File: config.mk
export PLATFORM = sky130hd
export DESIGN_NAME = held_lock_stack_tracker_core_flat
export DESIGN_NICKNAME = d
export VERILOG_FILES = /design/src/hw/rtl/hlst_pkg.sv /design/src/hw/rtl/hlst_in_if.sv /design/src/hw/rtl/hlst_out_if.sv /design/src/hw/rtl/hlst_datapath.sv /design/src/hw/rtl/hlst_ctrl.sv /design/src/hw/rtl/held_lock_stack_tracker_core.sv /design/src/flat_wrapper.sv
export SDC_FILE = /design/constraint.sdc
export NUM_CORES = 1
export LEC_CHECK = 0
export BUFFER_PORTS_ARGS = -buffer_cell sky130_fd_sc_hd__buf_2
export CAP_MARGIN = 30
export CORE_MARGIN = 1
export CORE_UTILIZATION = 60
export CTS_CLUSTER_DIAMETER = 30
export CTS_CLUSTER_SIZE = 12
export DETAILED_ROUTE_END_ITERATION = 7
export PLACE_DENSITY = 0.83
export SLEW_MARGIN = 30
export SYNTH_ARGS = -nofsm -noshare
export SYNTH_HDL_FRONTEND = slang
export SYNTH_SLANG_ARGS = --single-unit
File: constraint.sdc
create_clock -name clk_i -period 4.5 [get_ports clk_i]
set_input_delay 0.225 -clock clk_i [delete_from_list [all_inputs] [get_ports clk_i]]
set_output_delay 0.225 -clock clk_i [all_outputs]
set_load 0.1 [all_outputs]
File: src/hw/rtl/hlst_pkg.sv
`timescale 1ns / 1ps
// ----------------------------------------------------------------------------
// hlst_pkg
// Shared types, field widths and status codes of the held-lock stack tracker.
// ----------------------------------------------------------------------------
package hlst_pkg;

  localparam int unsigned ID_W     = 10;
  localparam int unsigned DEPTH_W  = 6;
  localparam int unsigned STATUS_W = 3;

  typedef logic [ID_W-1:0]     lock_id_t;
  typedef logic [DEPTH_W-1:0]  depth_t;
  typedef logic [STATUS_W-1:0] status_t;

  localparam logic MODE_PUSH   = 1'b0;
  localparam logic MODE_REMOVE = 1'b1;

  localparam status_t ST_PUSHED        = 3'd0;
  localparam status_t ST_OVERFLOW      = 3'd1;
  localparam status_t ST_REMOVED_TOP   = 3'd2;
  localparam status_t ST_REMOVED_INNER = 3'd3;
  localparam status_t ST_NOT_HELD      = 3'd4;

  // controller -> datapath
  typedef struct packed {
    logic    latch;     // capture input transaction, pointer <= count
    logic    push_wr;   // write id on top, count + 1
    logic    rd_dec;    // pointer - 1, read entry there
    logic    rd_up;     // read entry above pointer
    logic    sh_wr;     // write read data at pointer, pointer + 1
    logic    cnt_dec;   // count - 1
    logic    set_st;    // capture status code
    status_t st;
    logic    load_out;  // load result register
  } cmd_t;

  // datapath -> controller
  typedef struct packed {
    logic remove;
    logic full;
    logic empty;
    logic match;
    logic at_top;
    logic at_bottom;
    logic shift_last;
  } sts_t;

endpackage

File: src/hw/rtl/hlst_in_if.sv
`timescale 1ns / 1ps
// ----------------------------------------------------------------------------
// hlst_in_if
// Request channel: push or remove of one lock identifier.
// ----------------------------------------------------------------------------
interface hlst_in_if;
  logic              valid;
  logic              ready;
  logic              mode;
  hlst_pkg::lock_id_t lock_id;

  modport source (output valid, output mode, output lock_id, input ready);
  modport sink   (input valid, input mode, input lock_id, output ready);
endinterface

File: src/hw/rtl/hlst_out_if.sv
`timescale 1ns / 1ps
// ----------------------------------------------------------------------------
// hlst_out_if
// Result channel: status code and stack depth after the operation.
// ----------------------------------------------------------------------------
interface hlst_out_if;
  logic              valid;
  logic              ready;
  hlst_pkg::status_t status;
  hlst_pkg::depth_t  depth;

  modport source (output valid, output status, output depth, input ready);
  modport sink   (input valid, input status, input depth, output ready);
endinterface

File: src/hw/rtl/hlst_datapath.sv
`timescale 1ns / 1ps
// ----------------------------------------------------------------------------
// hlst_datapath
// Stack memory, depth counter, scan pointer and result register.
// ----------------------------------------------------------------------------
module hlst_datapath #(
  parameter int unsigned STACK_DEPTH = 32
) (
  input  logic               clk_i,
  input  logic               rst_ni,
  input  hlst_pkg::cmd_t     cmd_i,
  output hlst_pkg::sts_t     sts_o,
  input  logic               in_mode_i,
  input  hlst_pkg::lock_id_t in_lock_id_i,
  output hlst_pkg::status_t  out_status_o,
  output hlst_pkg::depth_t   out_depth_o
);

  localparam int unsigned AW = (STACK_DEPTH > 1) ? $clog2(STACK_DEPTH) : 1;
  localparam int unsigned CW = $clog2(STACK_DEPTH + 1);
  localparam int unsigned DW = hlst_pkg::DEPTH_W;
  localparam logic [CW-1:0] FULL_CNT = CW'(STACK_DEPTH);
  localparam logic [CW-1:0] ONE      = CW'(1);

  hlst_pkg::lock_id_t mem_q [STACK_DEPTH];
  hlst_pkg::lock_id_t rdata_q;
  hlst_pkg::lock_id_t id_q;
  logic               mode_q;
  logic [CW-1:0]      count_q, count_d;
  logic [CW-1:0]      ptr_q, ptr_d;
  hlst_pkg::status_t  status_q;
  hlst_pkg::status_t  out_status_q;
  hlst_pkg::depth_t   out_depth_q;

  logic               we;
  logic [CW-1:0]      waddr;
  hlst_pkg::lock_id_t wdata;
  logic               re;
  logic [CW-1:0]      raddr;

  always_comb begin
    we      = 1'b0;
    waddr   = count_q;
    wdata   = id_q;
    re      = 1'b0;
    raddr   = ptr_q + ONE;
    ptr_d   = ptr_q;
    count_d = count_q;
    if (cmd_i.latch) begin
      ptr_d = count_q;
    end
    if (cmd_i.push_wr) begin
      we      = 1'b1;
      count_d = count_q + ONE;
    end
    if (cmd_i.rd_dec) begin
      re    = 1'b1;
      raddr = ptr_q - ONE;
      ptr_d = ptr_q - ONE;
    end
    if (cmd_i.rd_up) begin
      re = 1'b1;
    end
    if (cmd_i.sh_wr) begin
      // move the entry above the hole down by one
      we    = 1'b1;
      waddr = ptr_q;
      wdata = rdata_q;
      ptr_d = ptr_q + ONE;
    end
    if (cmd_i.cnt_dec) begin
      count_d = count_q - ONE;
    end
  end

  always_ff @(posedge clk_i) begin
    if (we) begin
      mem_q[waddr[AW-1:0]] <= wdata;
    end
  end

  always_ff @(posedge clk_i) begin
    if (re) begin
      rdata_q <= mem_q[raddr[AW-1:0]];
    end
  end

  always_ff @(posedge clk_i or negedge rst_ni) begin
    if (!rst_ni) begin
      count_q <= '0;
    end else begin
      count_q <= count_d;
    end
  end

  always_ff @(posedge clk_i) begin
    ptr_q <= ptr_d;
    if (cmd_i.latch) begin
      mode_q <= in_mode_i;
      id_q   <= in_lock_id_i;
    end
    if (cmd_i.set_st) begin
      status_q <= cmd_i.st;
    end
    if (cmd_i.load_out) begin
      out_status_q <= status_q;
      out_depth_q  <= DW'(count_q);
    end
  end

  always_comb begin
    sts_o.remove     = (mode_q == hlst_pkg::MODE_REMOVE);
    sts_o.full       = (count_q == FULL_CNT);
    sts_o.empty      = (count_q == '0);
    sts_o.match      = (rdata_q == id_q);
    sts_o.at_top     = (ptr_q == (count_q - ONE));
    sts_o.at_bottom  = (ptr_q == '0);
    sts_o.shift_last = ((ptr_q + ONE) == (count_q - ONE));
  end

  assign out_status_o = out_status_q;
  assign out_depth_o  = out_depth_q;

endmodule

File: src/hw/rtl/hlst_ctrl.sv
`timescale 1ns / 1ps
// ----------------------------------------------------------------------------
// hlst_ctrl
// Sequencer for push, downward search and shift-down of the stack.
// ----------------------------------------------------------------------------
module hlst_ctrl (
  input  logic           clk_i,
  input  logic           rst_ni,
  input  logic           in_valid_i,
  output logic           in_ready_o,
  output logic           out_valid_o,
  input  logic           out_ready_i,
  input  hlst_pkg::sts_t sts_i,
  output hlst_pkg::cmd_t cmd_o
);

  localparam logic [2:0] S_IDLE   = 3'd0;
  localparam logic [2:0] S_DECODE = 3'd1;
  localparam logic [2:0] S_CMP    = 3'd2;
  localparam logic [2:0] S_SHWR   = 3'd3;
  localparam logic [2:0] S_SHRD   = 3'd4;
  localparam logic [2:0] S_FIN    = 3'd5;

  logic [2:0] state_q, state_d;
  logic       out_valid_q, out_valid_d;

  always_comb begin
    cmd_o       = '0;
    cmd_o.st    = hlst_pkg::ST_PUSHED;
    state_d     = state_q;
    in_ready_o  = 1'b0;
    out_valid_d = out_valid_q & ~out_ready_i;
    unique case (state_q)
      S_IDLE: begin
        in_ready_o = 1'b1;
        if (in_valid_i) begin
          cmd_o.latch = 1'b1;
          state_d     = S_DECODE;
        end
      end
      S_DECODE: begin
        cmd_o.set_st = 1'b1;
        if (!sts_i.remove) begin
          state_d = S_FIN;
          if (sts_i.full) begin
            cmd_o.st = hlst_pkg::ST_OVERFLOW;
          end else begin
            cmd_o.push_wr = 1'b1;
            cmd_o.st      = hlst_pkg::ST_PUSHED;
          end
        end else if (sts_i.empty) begin
          cmd_o.st = hlst_pkg::ST_NOT_HELD;
          state_d  = S_FIN;
        end else begin
          cmd_o.set_st = 1'b0;
          cmd_o.rd_dec = 1'b1;
          state_d      = S_CMP;
        end
      end
      S_CMP: begin
        // read data belongs to the entry at the pointer
        if (sts_i.match) begin
          if (sts_i.at_top) begin
            cmd_o.cnt_dec = 1'b1;
            cmd_o.set_st  = 1'b1;
            cmd_o.st      = hlst_pkg::ST_REMOVED_TOP;
            state_d       = S_FIN;
          end else begin
            cmd_o.rd_up = 1'b1;
            state_d     = S_SHWR;
          end
        end else if (sts_i.at_bottom) begin
          cmd_o.set_st = 1'b1;
          cmd_o.st     = hlst_pkg::ST_NOT_HELD;
          state_d      = S_FIN;
        end else begin
          cmd_o.rd_dec = 1'b1;
        end
      end
      S_SHWR: begin
        cmd_o.sh_wr = 1'b1;
        if (sts_i.shift_last) begin
          cmd_o.cnt_dec = 1'b1;
          cmd_o.set_st  = 1'b1;
          cmd_o.st      = hlst_pkg::ST_REMOVED_INNER;
          state_d       = S_FIN;
        end else begin
          state_d = S_SHRD;
        end
      end
      S_SHRD: begin
        cmd_o.rd_up = 1'b1;
        state_d     = S_SHWR;
      end
      S_FIN: begin
        if (!out_valid_q || out_ready_i) begin
          cmd_o.load_out = 1'b1;
          out_valid_d    = 1'b1;
          state_d        = S_IDLE;
        end
      end
      default: begin
        state_d = S_IDLE;
      end
    endcase
  end

  always_ff @(posedge clk_i or negedge rst_ni) begin
    if (!rst_ni) begin
      state_q     <= S_IDLE;
      out_valid_q <= 1'b0;
    end else begin
      state_q     <= state_d;
      out_valid_q <= out_valid_d;
    end
  end

  assign out_valid_o = out_valid_q;

endmodule

File: src/hw/rtl/held_lock_stack_tracker_core.sv
`timescale 1ns / 1ps
// ----------------------------------------------------------------------------
// held_lock_stack_tracker_core
// Per-thread stack of held lock ids with push and remove-from-any-position.
// ----------------------------------------------------------------------------
// A push is written in the decode step; a remove reads and compares entries from
// the top down and, on an inner hit, shifts every entry above it down by one.
// One transaction at a time, accepted the cycle after the previous result is
// loaded; loading the result waits while the output is stalled.
// The single-port stack memory (one read or write per cycle) sets this sequence.
// Reset clears the depth counter and handshake state, not the stack memory.
module held_lock_stack_tracker_core #(
  parameter int unsigned STACK_DEPTH = 32
) (
  input  logic         clk_i,
  input  logic         rst_ni,
  hlst_in_if.sink      in_i,
  hlst_out_if.source   out_o
);

  hlst_pkg::cmd_t cmd;
  hlst_pkg::sts_t sts;

  hlst_ctrl u_ctrl (
    .clk_i       (clk_i),
    .rst_ni      (rst_ni),
    .in_valid_i  (in_i.valid),
    .in_ready_o  (in_i.ready),
    .out_valid_o (out_o.valid),
    .out_ready_i (out_o.ready),
    .sts_i       (sts),
    .cmd_o       (cmd)
  );

  hlst_datapath #(
    .STACK_DEPTH (STACK_DEPTH)
  ) u_datapath (
    .clk_i        (clk_i),
    .rst_ni       (rst_ni),
    .cmd_i        (cmd),
    .sts_o        (sts),
    .in_mode_i    (in_i.mode),
    .in_lock_id_i (in_i.lock_id),
    .out_status_o (out_o.status),
    .out_depth_o  (out_o.depth)
  );

  localparam int unsigned DW = hlst_pkg::DEPTH_W;

  // one transaction in flight: no accept right after an accept
  a_single_txn: assert property (@(posedge clk_i) disable iff (!rst_ni)
    (in_i.valid && in_i.ready) |=> !in_i.ready)
    else $error("input accepted while a transaction is in flight");

  // a refused push always reports a full stack
  a_overflow_full: assert property (@(posedge clk_i) disable iff (!rst_ni)
    (out_o.valid && out_o.status == hlst_pkg::ST_OVERFLOW) |->
      (out_o.depth == DW'(STACK_DEPTH)))
    else $error("overflow reported below full depth");

  // result register is loaded only from the finishing step with a legal code
  a_status_code: assert property (@(posedge clk_i) disable iff (!rst_ni)
    $rose(out_o.valid) |-> (out_o.status == hlst_pkg::ST_PUSHED ||
      out_o.status == hlst_pkg::ST_OVERFLOW ||
      out_o.status == hlst_pkg::ST_REMOVED_TOP ||
      out_o.status == hlst_pkg::ST_REMOVED_INNER ||
      out_o.status == hlst_pkg::ST_NOT_HELD))
    else $error("illegal status code on result");

  // no stack write or depth change while the input side is ready (idle)
  a_no_write_idle: assert property (@(posedge clk_i) disable iff (!rst_ni)
    in_i.ready |-> !(cmd.push_wr || cmd.sh_wr || cmd.cnt_dec))
    else $error("stack modified while idle");

endmodule

File: src/flat_wrapper.sv
// flat-port wrapper written by rule: the top's interface ports become plain ports
module held_lock_stack_tracker_core_flat 
#(
  parameter int unsigned STACK_DEPTH = 32
)
  (clk_i, rst_ni, in_i_valid, in_i_mode, in_i_lock_id, in_i_ready, out_o_valid, out_o_status, out_o_depth, out_o_ready);
  hlst_in_if in_i_i ();
  hlst_out_if out_o_i ();
  input  logic clk_i;
  input  logic rst_ni;
  input wire logic [$bits(in_i_i.valid)-1:0] in_i_valid;
  input wire logic [$bits(in_i_i.mode)-1:0] in_i_mode;
  input wire logic [$bits(in_i_i.lock_id)-1:0] in_i_lock_id;
  output wire logic [$bits(in_i_i.ready)-1:0] in_i_ready;
  output wire logic [$bits(out_o_i.valid)-1:0] out_o_valid;
  output wire logic [$bits(out_o_i.status)-1:0] out_o_status;
  output wire logic [$bits(out_o_i.depth)-1:0] out_o_depth;
  input wire logic [$bits(out_o_i.ready)-1:0] out_o_ready;
  assign in_i_i.valid = in_i_valid;
  assign in_i_i.mode = in_i_mode;
  assign in_i_i.lock_id = in_i_lock_id;
  assign in_i_ready = in_i_i.ready;
  assign out_o_valid = out_o_i.valid;
  assign out_o_status = out_o_i.status;
  assign out_o_depth = out_o_i.depth;
  assign out_o_i.ready = out_o_ready;
  held_lock_stack_tracker_core #(.STACK_DEPTH(STACK_DEPTH)) u_core (.clk_i(clk_i), .rst_ni(rst_ni), .in_i(in_i_i), .out_o(out_o_i));
endmodule
After elaboration in Yosys (flattened, before gate mapping):

Memories as Yosys holds them, arrays and structs flattened. A register that Yosys moved wholly into a read port is not among the register bits.
Cells that the tools add are included.

* output and inout port bits: 11
* memory bits (read-only): 0
* register bits: 39
* bits in latches: 0
* input bits: 15
* bits in writable memories: 320
* memories: 1

* shifts and indexed selects: 0
* add/subtract/negate cells: 4
* bitwise gates (word level): 2
* muxes and demuxes: 54
* eq/ne operators: 12
* div/mod/pow operators: 0
* magnitude comparators: 0
* reductions and logical operators: 8
* $mul: 0

Memory list
* u_core.u_datapath.mem_q: depth 32, bits a word 10, read ports 1, clocked after Yosys merged registers in 1, write ports 1, line hlst_datapath.sv:25 `hlst_pkg::lock_id_t mem_q [STACK_DEPTH];`

Operators by type and width (number)
* $mux W6: 5
* $mux W1: 28
* $mux W3: 9
* $mux W5: 4
* $pmux W3 S6: 1
* $add A6 B1 Y6 const B: 2
* $eq A6 B6 Y1: 2
* $logic_not A6 Y1: 2
* $pmux W4 S3: 1
* $sub A6 B1 Y6 const B: 2
* $eq A10 B10 Y1: 1
* $mux W10: 1
* $mux W4: 2
* $eq A3 B2 Y1 const B: 2
* $eq A3 B3 Y1 const B: 2
* $eq A6 B6 Y1 const B: 1
* $pmux W1 S2: 3
* $ne A2 B2 Y1 const B: 2
* $eq A3 B1 Y1 const B: 1
* $logic_not A3 Y1: 1
* $ne A3 B1 Y1 const B: 1
* $reduce_and A3 Y1: 1
* $reduce_bool A3 Y1: 1
* $reduce_bool A2 Y1: 1
* 4 further kinds: 4

Logic depth before layout (Yosys ltp):

Gate-level depths: netlist of the first run.

* word-level depth: 8
* gate-level depth with buffers: 15
* gate-level depth less buffers: 10

By module:

Synthesis of the first run repeated with hierarchy kept, for this count alone.

* cell total of the unflattened synthesis: 964
* area total of the unflattened synthesis: 15600.0 um2

Modules (own cells, without submodules)
* hlst_datapath: area each 15168.3 um2, instances 1, cells each 916, sequential area each 10930.5 um2
* hlst_ctrl: area each 431.7 um2, instances 1, cells each 48, sequential area each 100.1 um2

Worst setup path before layout of the first run:

No wires, ideal clock.

* path type: register to register
* start: register u_core.u_ctrl.state_q[0]
* end: register u_core.u_datapath.ptr_q[0], enable pin
* path slack: 653 ps
* clock period less this slack: 3847 ps
* path buffers: 1
* setup time: 318 ps
* arrival: 3529 ps
* stages on the path, launching flop included: 5
* cell sequence: dfrtp_1 > clkbuf_1 > nor3_1 > and2_1 > or3_1

RTL lines
* start: declaration: line hlst_ctrl.sv:24 `logic [2:0] state_q, state_d;`
* start signal: assignment: line hlst_ctrl.sv:113 `state_q <= state_d;`
* end signal: assignment: line hlst_datapath.sv:97 `ptr_q <= ptr_d;`
* end: declaration: line hlst_datapath.sv:30 `logic [CW-1:0] ptr_q, ptr_d;`

Worst setup path after layout of the first run:

* start: register u_core.u_datapath.count_q[0]
* end: register u_core.u_datapath.rdata_q[3] (read register of u_core.u_datapath.mem_q) (data pin)

* word-level cells in the longest chain between the ends: 6
* elaborated cells on any way between the ends: 12

RTL lines
* start: declaration: line hlst_datapath.sv:29 `logic [CW-1:0] count_q, count_d;`
* start signal: assignment: line hlst_datapath.sv:92 `count_q <= count_d;`
* $sub A6 B1 Y6 / $logic_not A6 Y1 (equally long branches): line hlst_datapath.sv:116, hlst_datapath.sv:114
* $eq A6 B6 Y1 / $mux W1 (equally long branches): line hlst_datapath.sv:116, hlst_ctrl.sv:51
* $mux W1, on equally long branches: line hlst_ctrl.sv:63, hlst_ctrl.sv:43
* $mux W1 / $pmux W1 S2 (equally long branches): line hlst_ctrl.sv:62, hlst_ctrl.sv:33
* $pmux W1 S2 / $mux W1 (equally long branches): line hlst_ctrl.sv:33, hlst_datapath.sv:56
* $mux W1: line hlst_datapath.sv:61 `if (cmd_i.rd_up) begin`
* end: declaration: line hlst_datapath.sv:26 `hlst_pkg::lock_id_t rdata_q;`

Parallel ways exist; a longest one is shown, timed or not.
A chain may end at the register's enable or synchronous reset.

==> results of run 1 <==
sequential cells by signal (all words and copies together), names as in the netlist:
register and count:
u_core.u_ctrl.out_valid_o 1, u_core.u_ctrl.state_q 3, u_core.u_datapath.count_q 6, u_core.u_datapath.id_q 10, u_core.u_datapath.mem_q 320, u_core.u_datapath.mode_q 1, u_core.u_datapath.out_depth_o 6, u_core.u_datapath.out_status_o 3
u_core.u_datapath.ptr_q 6, u_core.u_datapath.rdata_q 10, u_core.u_datapath.status_q 3
stage by stage:
stage / worst slack (ns) / total power [uW] / utilization [%]
6_report: 0.215 / 16600 / 72.8
5_1_grt: 0.115 / 17100 / 72.8
4_1_cts: 0.136 / 16400 / 72.6
3_5_place_dp: 0.259 / 11100 / 63.0
3_3_place_gp: 0.422 / 10900 / 62.9
2_1_floorplan: 0.653 / 9110 / -
cell families (layout without fill, tap and decap cells):
| logic type | count (synthesis) | after routing | synth area share, % |
|---|---|---|---|
| compound gates | 230 | 230 | 10.7 |
| xor+xnor | 28 | 28 | 1.82 |
| simple gates | 280 | 280 | 9.20 |
| flops | 369 | 369 | 69.7 |
| mux | 43 | 43 | 5.89 |
| buf+inv | 81 | 201 | 2.39 |
| fa+ha+maj | 4 | 4 | 0.316 |
worst min path at each step:
| stage | depth (start not counted) | to | slack, ns |
|---|---|---|---|
| finish | 2 | u_core.u_datapath.count_q[0] | 0.07 |
| global route | 2 | u_core.u_datapath.count_q[1] | 0.10 |
| CTS | 2 | u_core.u_datapath.count_q[0] | 0.08 |
| detailed placement | 1 | u_core.u_datapath.count_q[2] | 0.10 |
| global placement | 1 | u_core.u_datapath.count_q[4] | 0.1 |
| floorplan | 0 | u_core.u_ctrl.out_valid_o | -0.07 |
worst reg2reg max path: cells and delay by family (launching register included):
kind,cells,cell delay [ns]
AND/OR/NAND/NOR,4,1.22
buffers and inverters,2,0.71
AO/OA/AOI/OAI,4,1.25
flip-flops,1,0.55
adder cells (fa/ha/maj),1,0.29
cell usage in the layout, fill, tap and decap left out, drive strengths merged, types with 10 or more instances in the layout:
master and count:
a211o 38, a21oi 16, a221oi 37, a31oi 38, and3 37, buf 59, clkbuf 78, clkinv 19
dfrtp 10, dlygate4sd3 13, edfxtp 359, inv 20, mux4 40, nand2 68, nand3 45, nor2 58
nor3 11, nor4 14, o21ai 54, xor2 16
area by class of cell:
type                    instances  area (um2)
clock buffers                  78        1800
clock inverters                45         553
fillers                      1456        7070
inverters                       6        22.5
multi-input cells             585        4520
flip-flops and latches        369       11000
well taps                     335         419
repair buffers                 72         573
per-layer routing:
metal	routed length [um]	part of all wire [%]
met3	4800	12
met5	0	0
met4	2040	5.0
met2	19300	47
met1	14900	36
power breakdown:
group          switching (uW)  internal, uW
combinational            4370          2250
sequential                256          4510
clock                    1870          3350
timing repair:
item | CTS | global route
endpoints found under the hold margin | 22 | 0
setup endpoints to repair | 0 | 9
hold buffers | 13 | 0
gates resized for setup | 0 | 2
==> out/qor.yml, run 1 <==
global_routing:
  antenna_found_initial: 0
  use_met1_pct: 41.3
  grt.busiest_layer: "met2"
  grt_usage_pct: 31.4
  grt_start_max_net_pins: 129
  grt.overflow.total: 0
  met2_usage_pct: 49.1
  grt_pass1_vias: 10300
  grt_pass1_wl_um: 61900
  gr-usage-met3_pct: 7.58
synthesis:
  syn_inst: 1035
  synth_ff_type: "edfxtp_1"
  synth-seq-cells: 369
  ys_async_sr_fraction_pct: 2.71
  synth_area_leaders: "edfxtp_1 (68%), mux4_2 (5.7%), a211o_1 (2.1%)"
  synth_most_common_cell: "edfxtp_1"
  yosys.area.top_type: "edfxtp_1"
  synth_cell_types: 73
  synth_fp_nets: 1054
  synth_top_area_share_pct: 68.1
  mappedNetlistArea_mm2: 0.0158
  avgSynthCellArea_um2: 15.3
  synth-edff-count: 359
  ys_top_cells_by_count: "edfxtp_1 (359), nand2_1 (67), nor2_1 (57)"
  ys_warn_count: 0
  ys_seq_area_share_pct: 69.7
clock_tree:
  post-cts-setup-buffers: 0
  numCtsBuffers: 69
  clockBufferDepth: 3
  tritoncts: "done"
  clk-insertion-delay-late_ns: 0.57
  clk_pin_slew_worst_paths_ns: 0.05
  clockRootBuffer: "clkbuf_16"
  clock-sinks: 369
  htreeDepth: 3
worst_setup_path:
  endpoint: "u_core.u_datapath.rdata_q[3]"
  crit_chain: "inv_1, ha_1, or3b_1, o31ai_4, and4_2, o21ai_4, buf_4, nand2_4, a211o_1, a221oi_1, nor4_1"
  r2r_cells: 11
  end_kind: "register"
  slowest_stage: "a221oi_1"
  worstPathArrival_ns: 4.57
  crit_path_start_kind: "register"
  startpoint: "u_core.u_datapath.count_q[0]"
  worst-path-buf-inv: 2
  critical-path-top-delay-family: "compound AO/OA/AOI/OAI gates"
  critical-path-max-stage-delay_ns: 0.59
  reg2reg_setup_slack_ns: 0.21
  worst_ep_required_time_ns: 4.79
  rr_endpoint: "u_core.u_datapath.rdata_q[3]"
  worstPathMaxFanout: 59
  criticalPathCategory: "reg -> reg"
  path_depth: 11
  r2r_start: "u_core.u_datapath.count_q[0]"
status:
  outcome: "finished clean"
placed_design:
  place.gp.congestion: 0.908
  dpl_cell_area_mm2: 0.0164
  dpl.hpwl_um: 22900
  dp.cells: 1354
  portBuffers: 25
routing:
  drt_iter0_drc: 1525
  first_pass_iters: 8
  ant_nets: 0
  drcViolationCount: 0
  wl_per_cell_um: 27.5
  wl_um: 41000
  viasPerCell: 7.00
  num_vias: 10400
worst_hold_path:
  hold_path_class: "in -> async"
die:
  rows: 59
  fp.dieW_um: 164
  fp.dieH_um: 164
  core_region_area_mm2: 0.0260
  start_util_pct: 60.9
  die-area_mm2: 0.0270
  pin_count: 26
timing:
  tightestPinTransition_ns: 0.999
  finalHoldViolCount: 0
  drv_slew: 0
  period_minus_slack_ns: 4.29
  timing.hold.ws_ns: 0.0719
  max-slew-margin-rel_pct: 33.1
  grt_setup_unrepaired: "no"
  period_share_pct: 95.2
  setup_tns_ns: 0
  max_freq_mhz: 233
  setup_violations: 0
  skew_ns: 0.0236
flow_run:
  max_cap_violations: 0
power:
  power_density_mw_per_mm2: 877
  leakagePower_uw: 0.00643
  ir_worst_vdd_v: 0.000694
cells_and_area:
  final_nets: 1122
  fin_area_mm2: 0.0189
  fin_cells: 1490
  layout-drive-gt1-share_pct: 23.2
  diodes: 0
  syn2layout_area_growth_pct: 19.5
No activity file was read; power rests on OpenSTA's default activity.
==> inputs of run 2 (changes only) <==
--- a/config.mk
+++ b/config.mk
@@ -7,12 +7,14 @@
 export LEC_CHECK = 0
 export BUFFER_PORTS_ARGS = -buffer_cell sky130_fd_sc_hd__buf_2
 export CAP_MARGIN = 30
+export CELL_PAD_IN_SITES_DETAIL_PLACEMENT = 0
+export CELL_PAD_IN_SITES_GLOBAL_PLACEMENT = 1
 export CORE_MARGIN = 1
-export CORE_UTILIZATION = 60
+export CORE_UTILIZATION = 54
 export CTS_CLUSTER_DIAMETER = 30
 export CTS_CLUSTER_SIZE = 12
 export DETAILED_ROUTE_END_ITERATION = 7
-export PLACE_DENSITY = 0.83
+export PLACE_DENSITY = 0.86
 export SLEW_MARGIN = 30
 export SYNTH_ARGS = -nofsm -noshare
 export SYNTH_HDL_FRONTEND = slang
==> constraint.sdc (replaced) <==
create_clock -name clk_i -period 4.1 [get_ports clk_i]
set_input_delay 0.205 -clock clk_i [delete_from_list [all_inputs] [get_ports clk_i]]
set_output_delay 0.205 -clock clk_i [all_outputs]
set_load 0.1 [all_outputs]
==> out/qor.yml, run 2 (same netlist as run 1, synthesis figures left out) <==
clock_tree:
  tritoncts: "done"  # unchanged
  numCtsBuffers: 66  # was 69
  htreeDepth: 3  # unchanged
  clockBufferDepth: 3  # unchanged
  clock-sinks: 369  # unchanged
  clockRootBuffer: "clkbuf_16"  # unchanged
  clk-insertion-delay-late_ns: 0.57  # about the same
  clk_pin_slew_worst_paths_ns: 0.05  # about the same
timing:
  drv_slew: 0  # unchanged
  setup_violations: 0  # unchanged
  grt_setup_unrepaired: "no"  # unchanged
  tightestPinTransition_ns: 0.874  # was 0.999 ns
  skew_ns: 0.0236  # about the same
  period_minus_slack_ns: 3.78  # was 4.29 ns
  max_freq_mhz: 264  # was 233 MHz
  period_share_pct: 92.2  # was 95.2%
  finalHoldViolCount: 0  # unchanged
  setup_tns_ns: 0  # unchanged
  max-slew-margin-rel_pct: 41.8  # was 33.1%
  timing.hold.ws_ns: 0.0565  # was 0.0719 ns
cells_and_area:
  layout_commonest_cell: "edfxtp_1"  # unchanged
  syn2layout_area_growth_pct: 21.0  # was 19.5%
  seqCellArea_mm2: 0.0110  # unchanged
  fin_cells: 1583  # was 1490
  layout-drive-gt1-share_pct: 23.9  # was 23.2%
  final_nets: 1166  # was 1122
  fillers: 1862  # was 1456
  largest_reg_flops: 320  # unchanged
  diodes: 0  # unchanged
  multi_input_area_mm2: 0.00445  # was 0.00452 mm2
  final_cell_mix: "edfxtp_1 (359), buf_4 (73), clkbuf_16 (68), nand2_1 (65), nor2_1 (51)"  # was edfxtp_1 (359), clkbuf_16 (71), nand2_1 (57), nand3_1 (44), o21ai_0 (44)
routing:
  first_pass_iters: 5  # was 8
  wl_um: 42300  # was 41000 um
  num_vias: 10400  # about the same
  wl_per_cell_um: 26.7  # was 27.5 um
  viasPerCell: 6.56  # was 7.00
  drcViolationCount: 0  # unchanged
  ant_nets: 0  # unchanged
  drt_iter0_drc: 1519  # was 1525
power:
  sequentialPowerShare_pct: 28.6  # was 28.7%
  p_int_uw: 11100  # was 10100 uW
  ir_worst_vdd_v: 0.000760  # was 0.000694 V
  power_density_mw_per_mm2: 947  # was 877 mW/mm2
  combPwrFrac_pct: 41.8  # was 39.9%
  clkPwrFrac_pct: 29.7  # was 31.4%
  p_total_uw: 18100  # was 16600 uW
  leakagePower_uw: 0.00660  # was 0.00643 uW
  power.switching_uw: 7020  # was 6490 uW
  switching_share_pct: 38.7  # was 39.1%
status:
  outcome: "finished clean"  # unchanged
worst_setup_path:
  end_kind: "register"  # unchanged
  rr_endpoint: "u_core.u_datapath.rdata_q[5]"  # was u_core.u_datapath.rdata_q[3]
  worstPathMaxFanout: 30  # was 59
  criticalPathCategory: "reg -> reg"  # unchanged
  reg2reg_setup_slack_ns: 0.32  # was 0.21 ns
  worst_ep_required_time_ns: 4.36  # was 4.79 ns
  r2r_cells: 12  # was 11
  worstPathArrival_ns: 4.04  # was 4.57 ns
  r2r_start: "u_core.u_datapath.count_q[1]"  # was u_core.u_datapath.count_q[0]
  crit_path_start_kind: "register"  # unchanged
die:
  fp.dieH_um: 173  # was 164 um
  die-area_mm2: 0.0300  # was 0.0270 mm2
  pin_count: 26  # unchanged
  rows: 62  # was 59
  fp.dieW_um: 173  # was 164 um
  start_util_pct: 55.0  # was 60.9%
  core_region_area_mm2: 0.0288  # was 0.0260 mm2
placed_design:
  dpl.hpwl_um: 24900  # was 22900 um
  portBuffers: 25  # unchanged
  dp.cells: 1450  # was 1354
  place.gp.congestion: 0.856  # was 0.908
global_routing:
  grt_usage_pct: 29.2  # was 31.4%
  antenna_found_initial: 0  # unchanged
  grt_start_max_net_pins: 78  # was 129
  grt_pass1_wl_um: 65000  # was 61900 um
  grt.overflow.total: 0  # unchanged
  grt_pass1_vias: 10300  # about the same
worst_hold_path:
  hold_path_class: "in -> async"  # unchanged
flow_run:
  max_cap_violations: 0  # unchanged
[run 2: cell count changes in the layout (fill, tap and decap cells not counted), sizes merged]
| cell | previous run | this run |
|---|---|---|
| buf | 59 | 106 |
| clkbuf | 78 | 74 |
| clkinvlp | 5 | 9 |
| inv | 20 | 16 |
| clkinv | 19 | 21 |
| bufinv | 7 | 6 |
[run 2: routing by layer]
layer  wire [um]  GRT usage, %  vias to the layer above
li1            -             -                     4413
met1       16600          40.2                     5164
met2       19600          44.8                      698
met3        4370          6.05                      113
met4        1740          14.1                        0
met5           0             0                        -
[run 2: power groups by stage]
stage | Combinational [uW] | Clock (uW) | Sequential [uW]
2_1_floorplan | 4790 | 0 | 5210
3_3_place_gp | 7180 | 0 | 5230
3_5_place_dp | 7290 | 0 | 5240
4_1_cts | 7440 | 5410 | 5170
5_1_grt | 8030 | 5580 | 5200
6_report | 7570 | 5380 | 5180
[run 2: timing repair]
action                                 in CTS  in global routing
gates resized for setup                     0                  0
buffers inserted                            0                  0
endpoints found under the hold margin      22                  0
hold buffers                               13                  0
[run 2: per-stage QoR]
step,setup slack [ns],utilization (%),instance area [um2]
global placement,0.439,58.3,16800
CTS,0.345,66.5,19100
detailed placement,0.411,58.4,16800
finish,0.319,66.5,19200
global route,0.141,66.5,19200
floorplan,0.253,-,15800
[run 2: area by class of cell]
type                       instances  area share [%]
sequential                       369            57.6
tap                              384            2.51
clock inverter                    46            2.53
multi-input combinational        585            23.3
inverter                           6           0.118
clock buffer                      74            9.00
timing repair buffer             119            4.98
[run 2: how the worst max path moves through the flow]
stage / slack [ns] / to / depth (start not counted) / from
2_1_floorplan: 0.25 / u_core.u_datapath.ptr_q[0] / 4 / u_core.u_ctrl.state_q[0]
3_3_place_gp: 0.44 / u_core.u_datapath.rdata_q[9] / 12 / u_core.u_datapath.count_q[0]
3_5_place_dp: 0.41 / u_core.u_datapath.rdata_q[5] / 12 / u_core.u_datapath.count_q[0]
4_1_cts: 0.34 / u_core.u_datapath.rdata_q[0] / 12 / u_core.u_datapath.count_q[0]
5_1_grt: 0.14 / u_core.u_datapath.rdata_q[9] / 12 / u_core.u_datapath.count_q[1]
6_report: 0.32 / u_core.u_datapath.rdata_q[5] / 12 / u_core.u_datapath.count_q[1]
[run 2: critical path: stages (launching register included)]
cell      delay, ns
dfrtp_1        0.37
inv_1          0.13
ha_1           0.26
or3b_1         0.50
o31ai_4        0.24
and4_1         0.23
buf_4          0.20
nor3_4         0.07
nor2_4         0.15
buf_12         0.23
mux4_2         0.33
a221oi_1       0.61
nor4_1         0.15
